`src/sv/toba_pkg.sv`:
```
// Shared types and constants for the OHLCV time bar aggregator.
// No dependencies; imported by every other file of the block.
`timescale 1ns / 1ps
package toba_pkg;

  localparam int unsigned SymbolsDef = 64;
  localparam int unsigned MaskW      = 64;
  localparam int unsigned SymW       = 6;
  localparam int unsigned TsW        = 64;
  localparam int unsigned PxW        = 48;
  localparam int unsigned BarPxW     = 47;
  localparam int unsigned VolW       = 63;
  localparam int unsigned CntW       = 32;
  localparam int unsigned SeqW       = 64;
  localparam int unsigned PaddrW     = 4;

  localparam logic [TsW-1:0] Len1 = 64'd60000;
  localparam logic [TsW-1:0] Len5 = 64'd300000;
  localparam int unsigned Rem1W = 16;
  localparam int unsigned Rem5W = 19;

  typedef enum logic [1:0] {
    ST_BAR   = 2'd0,
    ST_BAD   = 2'd1,
    ST_UNSUP = 2'd2
  } status_e;

  typedef struct packed {
    logic [TsW-1:0]    start;
    logic [BarPxW-1:0] open;
    logic [BarPxW-1:0] high;
    logic [BarPxW-1:0] low;
    logic [BarPxW-1:0] close;
    logic [VolW-1:0]   vol;
    logic [CntW-1:0]   cnt;
    logic [TsW-1:0]    first;
    logic [TsW-1:0]    latest;
  } bar_t;

  typedef struct packed {
    logic capture;
    logic count;
    logic div_start;
    logic rd;
    logic upd;
    logic sel;
    logic emit_rej;
    logic emit_cur;
    logic last;
  } cmd_t;

  typedef struct packed {
    logic bad;
    logic unsup;
    logic div_done;
  } sts_t;

endpackage

```
`src/sv/toba_ctrl.sv`:
```
// Sequencer for one trade: check, then a reject report or remainder, two bar updates, two reports.
// Depends on toba_pkg.
`timescale 1ns / 1ps
module toba_ctrl (
  input  logic           clk_i,
  input  logic           rst_ni,
  input  logic           start_i,
  input  toba_pkg::sts_t sts_i,
  output toba_pkg::cmd_t cmd_o,
  output logic           busy_o
);
  import toba_pkg::*;

  typedef enum logic [8:0] {
    S_IDLE = 9'b000000001,
    S_CHK  = 9'b000000010,
    S_DIV  = 9'b000000100,
    S_RD0  = 9'b000001000,
    S_UPD0 = 9'b000010000,
    S_RD1  = 9'b000100000,
    S_UPD1 = 9'b001000000,
    S_EM0  = 9'b010000000,
    S_EM1  = 9'b100000000
  } state_e;

  state_e state_q, state_d;

  always_comb begin
    state_d = state_q;
    cmd_o   = '0;
    unique case (state_q)
      S_IDLE: begin
        if (start_i) begin
          cmd_o.capture = 1'b1;
          state_d = S_CHK;
        end
      end
      S_CHK: begin
        if (sts_i.bad || sts_i.unsup) begin
          cmd_o.emit_rej = 1'b1;
          cmd_o.last     = 1'b1;
          state_d = S_IDLE;
        end else begin
          cmd_o.count     = 1'b1;
          cmd_o.div_start = 1'b1;
          state_d = S_DIV;
        end
      end
      S_DIV: if (sts_i.div_done) state_d = S_RD0;
      S_RD0: begin
        cmd_o.rd = 1'b1;
        state_d = S_UPD0;
      end
      S_UPD0: begin
        cmd_o.upd = 1'b1;
        state_d = S_RD1;
      end
      S_RD1: begin
        cmd_o.rd  = 1'b1;
        cmd_o.sel = 1'b1;
        state_d = S_UPD1;
      end
      S_UPD1: begin
        cmd_o.upd = 1'b1;
        cmd_o.sel = 1'b1;
        state_d = S_EM0;
      end
      S_EM0: begin
        cmd_o.emit_cur = 1'b1;
        state_d = S_EM1;
      end
      S_EM1: begin
        cmd_o.emit_cur = 1'b1;
        cmd_o.sel      = 1'b1;
        cmd_o.last     = 1'b1;
        state_d = S_IDLE;
      end
      default: state_d = S_IDLE;
    endcase
  end

  always_ff @(posedge clk_i or negedge rst_ni) begin
    if (!rst_ni) state_q <= S_IDLE;
    else         state_q <= state_d;
  end

  assign busy_o = (state_q != S_IDLE);

endmodule

```
`config.mk`:
```
export PLATFORM = sky130hd
export DESIGN_NAME = toba_ctrl
export DESIGN_NICKNAME = d
export VERILOG_FILES = /design/src/sv/toba_pkg.sv /design/src/sv/toba_ctrl.sv
export SDC_FILE = /design/constraint.sdc
export NUM_CORES = 1
export LEC_CHECK = 0
export BUFFER_PORTS_ARGS = -buffer_cell sky130_fd_sc_hd__buf_2
export CAP_MARGIN = 15
export CORE_AREA = 2 2 39 41
export DETAILED_ROUTE_END_ITERATION = 16
export DIE_AREA = 0 0 41 43
export PLACE_DENSITY = 0.7
export SETUP_SLACK_MARGIN = 0.4
export SLEW_MARGIN = 20
export SYNTH_ARGS = -nofsm -noshare
export SYNTH_HDL_FRONTEND = slang
export SYNTH_SLANG_ARGS = --single-unit
export TNS_END_PERCENT = 100
```
`constraint.sdc`:
```
create_clock -name clk_i -period 4.5 [get_ports clk_i]
set_input_delay 0.9 -clock clk_i [delete_from_list [all_inputs] [get_ports clk_i]]
set_output_delay 0.9 -clock clk_i [all_outputs]
set_load 0.1 [all_outputs]
```
# Word level (Yosys, flattened, before mapping)
# Cells that the tools add are included.
[classes]
eq_ne = 12
mux = 15
n_reduce_logical = 6
[op_table]
columns = ["cell", "count"]
rows = [
  ["one-hot mux 9 bit (8 select lines)", 1],
  ["two-way mux 9 bit", 2],
  ["equality test 9 x 1 -> 1 bit (second input constant)", 1],
  ["equality test 9 x 2 -> 1 bit (second input constant)", 1],
  ["equality test 9 x 3 -> 1 bit (second input constant)", 1],
  ["equality test 9 x 4 -> 1 bit (second input constant)", 1],
  ["equality test 9 x 5 -> 1 bit (second input constant)", 1],
  ["equality test 9 x 6 -> 1 bit (second input constant)", 1],
  ["equality test 9 x 7 -> 1 bit (second input constant)", 1],
  ["equality test 9 x 8 -> 1 bit (second input constant)", 1],
  ["equality test 9 bit (second input constant)", 1],
  ["inequality test 9 x 1 -> 1 bit (second input constant)", 1],
  ["two-way mux 1 bit", 8],
  ["OR reduction 2 bit", 3],
  ["two-way mux 2 bit", 2],
  ["inequality test 2 bit (second input constant)", 2],
  ["two-way mux 3 bit", 1],
  ["OR reduction 3 bit", 1],
  ["one-hot mux 1 bit (2 select lines)", 1],
  ["AND reduction 2 bit", 1],
  ["logical OR 1 bit", 1],
]
[totals]
register_bits = 9
output_inout_bits = 10
word_cells = 34

# Depth between registers and ports, before layout
# Gate-level depths: netlist (run 1).
[logic_depth]
word_depth = 3
mapped_depth = 5
mapped_depth_nobuf = 4

# Worst setup path after synthesis (run 1)
# No wires, ideal clock.
[synth_path]
path_kind = "register -> output"
startpoint = "register state_q[2]"
endpoint = "output port cmd_o[1] (netlist bit)"
t_arrival_ps = 3938
t_required_ps = 3600
path_slack_ps = -338
stages_incl_launch_ff = 4
path_buffers = 0
path_cell_list = "dfrtp_1 > nor2_1 > nand3b_1 > o41ai_1"
[synth_rtl]
columns = ["item", "line", "rtl"]
rows = [
  ["from (decl)", "toba_ctrl.sv:26", "state_e state_q, state_d;"],
  ["from (signal assigned)", "toba_ctrl.sv:84", "else state_q <= state_d;"],
  ["to (decl)", "toba_ctrl.sv:9", "output toba_pkg::cmd_t cmd_o,"],
]

==> results.md, run 1 <==
* Status: complete, no violations
* Biggest regs: state_q (9)
* Die area at 1760 um^2
* Arrival @ worst endpoint at approximately 2.0 ns
* CTS root buf: clkbuf_4
* Hold WC Path Type: in -> async
* Commonest cells in the synthesized netlist: dfrtp_1, nor2_1, inv_1
* Largest net degree at the start of global routing at 10
* Leakage at about 0.38 nW
* Placed cell areas at between 600 and 700 um^2
* Routed length per instance at 13.1 um
* Nets@finish at 85
* Max FFs per register at 9
* Peak VDD IR at 0.390 mV
* Worst Setup Slack, final at about 1.6 ns
* Final sum of negative setup slack at 0 ns
* Area Overhead vs Synth at 18.9%
* Post-CTS resize count at 0
* Routability Congestion at just over 0.8
* CP Launch Type: register
* Yosys reg bits at 9
* Detailed Place HPWL at around 940 um
* CP Capture Type: primary output
* Synthesized instance count at 62
* PortBufs at 15
* Final worst path period need at between 2 and 3 ns
* Global-route wire length before repair at 1820 um
* Unique masters post-synth at 29
* Crit-path max FO at 6
* Final period util at approximately 65%
* Clk_lat worst skew at roughly 0.26 ns
* F_max at between 0.3 and 0.4 GHz
* CTS Sinks at 9
* CP cell instances: nor4_4, and2b_4, nand4b_1, nand2_1, buf_2
* Layout cells sized above 1 at 37.2%
* Routed WL at 1230 um
* Max Buffers Root-to-Sink at 2
* Ys Warns at 0
* Total congestion overflow at 0
* FP Rows at 14
* Syn avg cell area at 9.51 um^2
* H-tree levels at 1
* Critical path class: reg -> out
* Hold-fix buffers, CTS at 0
* Final setup viols at 0
* Post-synth top area share at about a third
* Initial Util at 42.6%
* Final Core Density at 50.6%
* Largest Register: state_q
* Max-slew violation count at 0
* Gr usage total at 15.9%
* Post-CTS setup buffer count at 0
* DP Worst Slack at ~1.8 ns
* P per Cell Area at between 500 and 600 nW/um^2
* Fin area at between 700 and 800 um^2
* Mapped Area at 589 um^2
* Core area at about 1400 um^2
* Tightest Pin Transition at 0.484 ns
* DRC errors left at 0
* Diodes inserted at 0
* Final hold viol count at 0
* Clk slew on worst S/H paths at around 0.06 ns
* Register area share after synthesis at between 30% and 40%
* DR pass1 iterations at 4
* Area leader, netlist: dfrtp_1
* Die H at roughly 43 um
* Die width at roughly 40 um
* Detailed Route Iter0 Violations at 18
* Max-cap viol count at 0
* RSZ-0062 raised after global routing: no
* Asr flop ratio synth at 100%
* WP data required at 3.60 ns
* Number of global-route vias before repair at between 400 and 500
* Initial antenna violation count at 0
* Via Count at 536
* Cts bufs inserted at 3
* Syn_nets at 68
* Critical path's slowest cell: dfrtp_1
* Post-synth EDFFs at 0
* Vias/cell at 5.70
* Slowest stage delay, CP at around 0.45 ns
* Main flop type after synthesis: dfrtp_1
* Worst clock skew at about 0.00090 ns
* Top post-synthesis cells by area: dfrtp_1, nor4b_1, nor2_1
* IO Count at 16
* ANT nets after route at 0
* CTS tree: built
* Relative slew margins at 67.9%
* Power, Total at between 300 and 400 uW
==> layout by cell type, fill, tap and decap left out, drive strengths merged, types with 2 or more instances in the layout <==
master,count
a211oi,2
buf,15
clkbuf,4
dfrtp,8
inv,7
nand2,4
nand4,2
nand4b,3
nor2,8
nor4,4
nor4b,4
or2,2
xor2,2
==> routing by layer <==
metal	up-vias	wire [um]	GRT usage, %
met4	0	49	12.0
met5	-	0	0
met3	7	72	3.14
met2	21	544	24.1
li1	257	-	-
met1	251	566	18.6
==> metrics by stage <==
stage	cells	hold WS (ns)
floorplan	62	0.522
global placement	90	0.573
detailed placement	90	0.587
CTS	94	0.479
global route	94	0.486
finish	94	0.475
==> report_power, final <==
group / switching (mW) / internal [mW]
clock: 0.0282 / 0.0342
combinational: 0.142 / 0.0486
sequential: 0.0210 / 0.0935
total: 0.192 / 0.176
==> logic make-up (layout without fill, tap and decap cells) <==
family,after synthesis,count (layout),synth area share [%]
simple gates,34,34,42.0
xor+xnor,2,2,2.97
buf+inv,10,26,7.43
compound gates,7,7,9.13
flops,9,9,38.4
==> critical path: cells and delay by family (launching register included) <==
| kind | cells | cell delay, ns |
|---|---|---|
| flip-flops | 1 | 0.45 |
| buffers and inverters | 1 | 0.42 |
| AND/OR/NAND/NOR | 4 | 0.86 |
==> final cells by class <==
class | instances | area (um^2)
fill | 132 | 683
multi-input combinational | 43 | 327
sequential | 9 | 226
timing repair buffer | 15 | 75.1
clock buffer | 4 | 26.3
inverter | 7 | 26.3
tap | 16 | 20.0
==> path summary, 6_finish.rpt <==
path / from / endpoint / slack (ns) / cells after the start
worst min-delay path: rst_ni / state_q[1] / 0.48 / 1
worst max-delay path: state_q[4] / cmd_o[0] / 1.60 / 5
min in group clk_i: state_q[0] / state_q[1] / 0.60 / 2
worst max register to register: state_q[4] / state_q[2] / 3.04 / 4
worst min register to register: state_q[0] / state_q[1] / 0.60 / 2
max in group asynchronous: rst_ni / state_q[0] / 3.78 / 1
Power figures use the tool's default switching activity.
==> inputs of run 2 (changes only) <==
--- a/config.mk
+++ b/config.mk
@@ -7,10 +7,10 @@
 export LEC_CHECK = 0
 export BUFFER_PORTS_ARGS = -buffer_cell sky130_fd_sc_hd__buf_2
 export CAP_MARGIN = 15
-export CORE_AREA = 2 2 39 41
+export CORE_MARGIN = 2
+export CORE_UTILIZATION = 44
 export DETAILED_ROUTE_END_ITERATION = 16
-export DIE_AREA = 0 0 41 43
-export PLACE_DENSITY = 0.7
+export PLACE_DENSITY = 0.72
 export SETUP_SLACK_MARGIN = 0.4
 export SLEW_MARGIN = 20
 export SYNTH_ARGS = -nofsm -noshare
==> constraint.sdc (replaced) <==
create_clock -name clk_i -period 2.55 [get_ports clk_i]
set_input_delay 0.51 -clock clk_i [delete_from_list [all_inputs] [get_ports clk_i]]
set_output_delay 0.51 -clock clk_i [all_outputs]
set_load 0.1 [all_outputs]
==> run 2 against run 1 <==
Net effect:
- highest routed layer unchanged
- first-iteration DRC count decreased by 56%
- setup slack got worse by 1.4 ns
- register-to-register slack worse by 2.3 ns
- die area shrank 6.5%
- critical endpoint unchanged
==> results.md, run 2 (synthesis gave the netlist of run 1 again) <==
* Final period util at 94.1%
* Die H at 40.6 um (was 43 um)
* WP data required at 2.04 ns (was 3.60 ns)
* Largest Register: state_q (unchanged)
* Met3 WL at 107 um (was 72 um)
* Routability Congestion at 0.883 (was 0.830)
* Arrival @ worst endpoint at 1.89 ns (was 2.00 ns)
* Worst Hold Slack at 0.0805 ns (was 0.475 ns)
* Top layer in use: met4 (unchanged)
* Status: complete, no violations (unchanged)
* IO Count at 16 (unchanged)
* Crit path from: state_q[6] (was state_q[4])
* Diodes inserted at 0 (unchanged)
* End of the worst register-to-register path: state_q[0] (was state_q[2])
* H-tree levels at 1 (unchanged)
* Fin area at 1050 um^2 (was 701 um^2)
* Largest net degree at the start of global routing at 10 (unchanged)
* CTS Sinks at 9 (unchanged)
* CP Launch Type: register (unchanged)
* Clk_lat worst skew at 0.27 ns (was 0.26 ns)
* Commonest non-fill, non-tap cell in the layout: buf_4 (was buf_2)
* Detailed Route Iter0 Violations at 8 (was 18)
* Die width at 40.6 um (was 41 um)
* Routed length per instance at 17.6 um (was 13.1 um)
* Biggest regs: state_q (9) (unchanged)
* Tightest Pin Transition at 0.379 ns (was 0.484 ns)
* Vias/cell at 5.90 (was 5.70)
* P per Cell Area at 860 nW/um^2 (was 525 nW/um^2)
* Final sum of negative setup slack at 0 ns (unchanged)
* Max Buffers Root-to-Sink at 2 (unchanged)
* Hold WC Path Type: in -> async (unchanged)
* Nets@finish at 99 (was 85)
* Power, Total at 903 uW (was 368 uW)
* Max-cap viol count at 0 (unchanged)
* Final setup viols at 0 (unchanged)
* Initial antenna violation count at 0 (unchanged)
* Die area at 1650 um^2 (was 1760 um^2)
* Cts bufs inserted at 3 (unchanged)
* Via Count at 631 (was 536)
* CTS tree: built (unchanged)
* PortBufs at 15 (unchanged)
* Register area at 231 um^2 (was 226 um^2)
* RSZ-0062 raised after global routing: yes (was no)
* Global-route wire length before repair at 2670 um (was 1820 um)
* Placed cell areas at 785 um^2 (was 674 um^2)
* Critical path class: reg -> out (unchanged)
* Relative slew margins at 74.4% (was 67.9%)
* Crit-path max FO at 4 (was 6)
* Max-slew violation count at 0 (unchanged)
* Register-to-Register Path Depth at 7 (was 4)
* Reg2Reg Launch Point: state_q[6] (was state_q[4])
* Filler Cells Inserted at 57 (was 132)
* Detailed Place HPWL at 1000 um (was 939 um)
* Multi-input gate area at 405 um^2 (was 327 um^2)
* Initial Util at 46.4% (was 42.6%)
* Max FFs per register at 9 (unchanged)
* R2R Setup Slk at 0.77 ns (was 3.04 ns)
* Worst clock skew at 0.00575 ns (was 0.000905 ns)
* CP Capture Type: primary output (unchanged)
* ANT nets after route at 0 (unchanged)
* Number of global-route vias before repair at 588 (was 442)
* FP Rows at 13 (was 14)
* Core area at 1270 um^2 (was 1380 um^2)
* F_max at 0.417 GHz
* Leakage at 0.492 nW (was 0.383 nW)
* Routed WL at 1880 um (was 1230 um)
* Layout cells sized above 1 at 63.0% (was 37.2%)
* WL met2 at 942 um (was 544 um)
* DRC errors left at 0 (unchanged)
* Area Overhead vs Synth at 78.1% (was 18.9%)
* CTS root buf: clkbuf_4 (unchanged)
* Clk slew on worst S/H paths at 0.07 ns (was 0.06 ns)
* Final worst path period need at between 2 and 2.5 ns
* Peak VDD IR at 0.860 mV (was 0.390 mV)
* Total congestion overflow at 0 (unchanged)
* Met1 wire length at 780 um (was 566 um)
* Final hold viol count at 0 (unchanged)
* DR pass1 iterations at 4 (unchanged)
* Hold-fix buffers, CTS at 0 (unchanged)
* Most frequent cells in the layout: buf_4, buf_12, inv_1 (was buf_2, nor2_1, dfrtp_1)
* Gr usage total at 25.5% (was 15.9%)
[run 2: cell count changes in the layout (fill, tap and decap cells not counted), sizes merged]
cell | before | now
clkinvlp | 0 | 1
buf | 15 | 29
inv | 7 | 6
[run 2: worst max-delay path: stages, from the launching register on]
cell      delay (ns)
dfrtp_2         0.44
nor4_4          0.30
and2b_4         0.24
nand4b_1        0.27
nand2_2         0.18
buf_12          0.18
[run 2: what timing repair did]
| action | 4_1_cts | 5_1_grt |
|---|---|---|
| resized for setup | 26 | 9 |
| setup endpoints to repair | 10 | 10 |
| pin swaps | 3 | 4 |
| buffers inserted | 11 | 2 |
| cloned | 0 | 0 |
[run 2: worst max-delay path by stage]
stage | end | slack, ns | depth (start not counted)
final | cmd_o[0] | 0.15 | 5
after detailed placement | cmd_o[1] | 0.35 | 4
after CTS | cmd_o[2] | 0.23 | 5
after global routing | cmd_o[0] | 0.09 | 5
after global placement | cmd_o[7] | 0.36 | 4
after floorplan | cmd_o[8] | 0.05 | 4
[run 2: metrics by stage]
step	setup WS, ns	util (%)	instances
after floorplan	0.0496	-	62
after global placement	0.363	61.8	90
after detailed placement	0.353	61.8	90
after CTS	0.234	78.9	105
after global routing	0.0858	82.7	107
final	0.149	82.7	107
[run 2: where the power goes]
part / switching (mW) / internal, mW
clock network: 0.0589 / 0.0607
logic: 0.351 / 0.238
registers: 0.0276 / 0.166
total: 0.438 / 0.465
[run 2: layout make-up]
| class | count | share of cell area [%] |
|---|---|---|
| Sequential cell | 9 | 22.0 |
| Tap cell | 15 | 1.79 |
| Inverter | 7 | 2.86 |
| Clock buffer | 4 | 2.50 |
| Multi-Input combinational cell | 43 | 38.6 |
| Timing Repair Buffer | 29 | 32.2 |
[run 2: metal layers]
layer	up-vias	global-route usage, %
li1	287	-
met1	301	31.3
met2	36	41.7
met3	7	3.89
met4	0	15.0
met5	-	0
==> inputs of run 3 (changes only) <==
--- a/config.mk
+++ b/config.mk
@@ -7,8 +7,10 @@
 export LEC_CHECK = 0
 export BUFFER_PORTS_ARGS = -buffer_cell sky130_fd_sc_hd__buf_2
 export CAP_MARGIN = 15
+export CELL_PAD_IN_SITES_DETAIL_PLACEMENT = 1
+export CELL_PAD_IN_SITES_GLOBAL_PLACEMENT = 1
 export CORE_MARGIN = 2
-export CORE_UTILIZATION = 44
+export CORE_UTILIZATION = 33
 export DETAILED_ROUTE_END_ITERATION = 16
 export PLACE_DENSITY = 0.72
 export SETUP_SLACK_MARGIN = 0.4
==> run 3 against run 2 <==
Net effect:
- clock skew up 0.0042 ns
- clock power is essentially flat
- non-clock buffer count increased by 10
- first-iteration DRC count fell by 13%
- global-route usage fell by 3.6 points
- wire length up 23%
- fmax rose by 0.37%
- critical path depth up 2
- sequential power grew 3%
- via count is 7.0% higher
- sequential cell count stayed put
- total power fell by 2.9%
- largest cell class unchanged
- largest power group unchanged
==> results.md, run 3 (synthesis gave the netlist of run 1 again) <==
* Area Overhead vs Synth at 97.9% (was 78.1%)
* CTS Sinks at 9 (unchanged)
* Clk slew on worst S/H paths at 0.07 ns (about the same)
* Final period util at 93.8% (was 94.1%)
* P per Cell Area at 752 nW/um^2 (was 860 nW/um^2)
* Biggest regs: state_q (9) (unchanged)
* Register-to-Register Path Depth at 6 (was 7)
* Routability Congestion at 0.743 (was 0.883)
* Die width at 46.3 um (was 40.6 um)
* IO Count at 16 (unchanged)
* Logic pwr share at 63.9% (was 65.3%)
* Clock Power Share at 13.4% (was 13.3%)
* PortBufs at 15 (unchanged)
* Final setup viols at 0 (unchanged)
* DRC errors left at 0 (unchanged)
* Relative slew margins at 76.2% (was 74.4%)
* Gr usage total at 22.0% (was 25.5%)
* Detailed Route Iter0 Violations at 7 (was 8)
* Initial antenna violation count at 0 (unchanged)
* Routed length per instance at 18.2 um (was 17.6 um)
* Sequential fraction of design power at 22.7% (was 21.5%)
* Int Power at 453 uW (was 465 uW)
* Worst path bufs/invs at 4 (was 1)
* CTS tree: built (unchanged)
* Layout cells sized above 1 at 71.6% (was 63.0%)
* RSZ-0062 raised after global routing: yes (unchanged)
* CTS root buf: clkbuf_4 (unchanged)
* Hold WC Path Type: in -> async (unchanged)
* Largest Register: state_q (unchanged)
* Crit-path max FO at 4 (unchanged)
* Status: complete, no violations (unchanged)
* Cell family with most CP delay: buffers and inverters (was simple AND/OR/NAND/NOR gates)
* Die area at 2140 um^2 (was 1650 um^2)
* Initial Util at 34.5% (was 46.4%)
* Most frequent cells in the layout: buf_4, buf_12, dfrtp_2 (was buf_4, buf_12, inv_1)
* Switch Pwr at 423 uW (was 438 uW)
* Sw Ratio at 48.3% (was 48.5%)
* Max Buffers Root-to-Sink at 2 (unchanged)
* Number of global-route vias before repair at 640 (was 588)
* Placed insts at 100 (was 90)
* Reg2Reg Launch Point: state_q[0] (was state_q[6])
* Leakage at 0.542 nW (was 0.492 nW)
* FP Rows at 15 (was 13)
* Vias/cell at 5.31 (was 5.90)
* Core area at 1710 um^2 (was 1270 um^2)
* Detailed Place HPWL at 1150 um (was 1000 um)
* Via Count at 675 (was 631)
* Nets@finish at 109 (was 99)
* Global-route wire length before repair at 3150 um (was 2670 um)
* Final sum of negative setup slack at 0 ns (unchanged)
* End of the worst register-to-register path: state_q[7] (was state_q[0])
* Max-slew violation count at 0 (unchanged)
* Critical path's slowest cell: dfrtp_2 (unchanged)
* Worst clock skew at 0.00995 ns (was 0.00575 ns)
* Largest net degree at the start of global routing at 10 (unchanged)
* Clk_lat worst skew at 0.28 ns (was 0.27 ns)
* Diodes inserted at 0 (unchanged)
* R2R Setup Slk at 0.93 ns (was 0.77 ns)
* Slowest stage delay, CP at 0.44 ns (about the same)
* Critical path class: reg -> out (unchanged)
* Total congestion overflow at 0 (unchanged)
* Die H at 46.3 um (was 40.6 um)
* F_max at 0.418 GHz (was 0.417 GHz)
* CP cell instances: nor4_4, buf_4, buf_6, nand4b_1, buf_6, o41ai_4, buf_6 (was nor4_4, and2b_4, nand4b_1, nand2_2, buf_12)
* WP data required at 2.04 ns (about the same)
* H-tree levels at 1 (unchanged)
* Finished Layout Cells at 127 (was 107)
* CP Launch Type: register (unchanged)
* Most used cell, CP: buf_6
* ANT nets after route at 0 (unchanged)
* Tightest Pin Transition at 0.357 ns (was 0.379 ns)
* Arrival @ worst endpoint at 1.88 ns (was 1.89 ns)
* Peak VDD IR at 0.841 mV (was 0.860 mV)
* Commonest non-fill, non-tap cell in the layout: buf_4 (unchanged)
* Routed WL at 2310 um (was 1880 um)
* Max-cap viol count at 0 (unchanged)
* Final worst path period need at 2.39 ns (was 2.40 ns)
* DR pass1 iterations at 4 (unchanged)
* Max FFs per register at 9 (unchanged)
* Final hold viol count at 0 (unchanged)
* CP Capture Type: primary output (unchanged)
* Cts bufs inserted at 3 (unchanged)
[run 3: power by group through the flow]
| stage | Clock, mW | Combinational [mW] | Sequential, mW |
|---|---|---|---|
| after floorplan | 0 | 0.329 | 0.187 |
| after global placement | 0 | 0.393 | 0.201 |
| after detailed placement | 0 | 0.397 | 0.205 |
| after CTS | 0.115 | 0.525 | 0.198 |
| after global routing | 0.127 | 0.583 | 0.202 |
| final | 0.118 | 0.560 | 0.199 |
[run 3: worst reg2reg max path: stages, from the launching register on]
cell and delay, ns:
dfstp_2 0.43, or2_4 0.28, nor4_4 0.18, nand4_1 0.28, buf_4 0.22, buf_4 0.12, inv_1 0.04
[run 3: worst max-delay path by stage]
| stage | from | to | slack [ns] | cells past startpoint |
|---|---|---|---|---|
| finish | state_q[4] | cmd_o[1] | 0.16 | 7 |
| global route | state_q[4] | cmd_o[2] | 0.10 | 5 |
| CTS | state_q[4] | cmd_o[0] | 0.24 | 5 |
| detailed placement | state_q[1] | cmd_o[3] | 0.23 | 5 |
| global placement | state_q[1] | cmd_o[3] | 0.27 | 5 |
| floorplan | state_q[4] | cmd_o[8] | 0.05 | 4 |
[run 3: timing repair]
item	CTS	global route
cloned	0	0
endpoints found under the setup margin	10	10
endpoints found under the hold margin	0	0
hold buffers	0	0
gates resized for setup	36	11
setup buffers	14	9
pin swaps	5	6
[run 3: metrics by stage]
stage               setup slack, ns  total power [mW]  hold WS [ns]  util (%)  cell area, um^2
floorplan                    0.0496             0.516         0.214         -              648
global placement              0.270             0.594         0.372      45.8              782
detailed placement            0.229             0.602         0.372      45.8              782
CTS                           0.236             0.837        0.0878      61.4             1050
global route                  0.104             0.912        0.0944      68.3             1170
finish                        0.158             0.877        0.0766      68.3             1170
[run 3: area by class of cell]
type	instances	area, um^2
fillers	175	542
multi-input cells	43	423
repair buffers	39	420
flip-flops and latches	9	235
well taps	25	31.3
inverters	7	30.0
clock buffers	4	26.3
[run 3: routing by layer]
metal | vias up | GRT usage (%) | share of wire [%]
li1 | 304 | - | -
met1 | 342 | 22.5 | 36
met2 | 22 | 40.6 | 57
met3 | 7 | 3.53 | 4.1
met4 | 0 | 13.7 | 2.6
met5 | - | 0 | 0
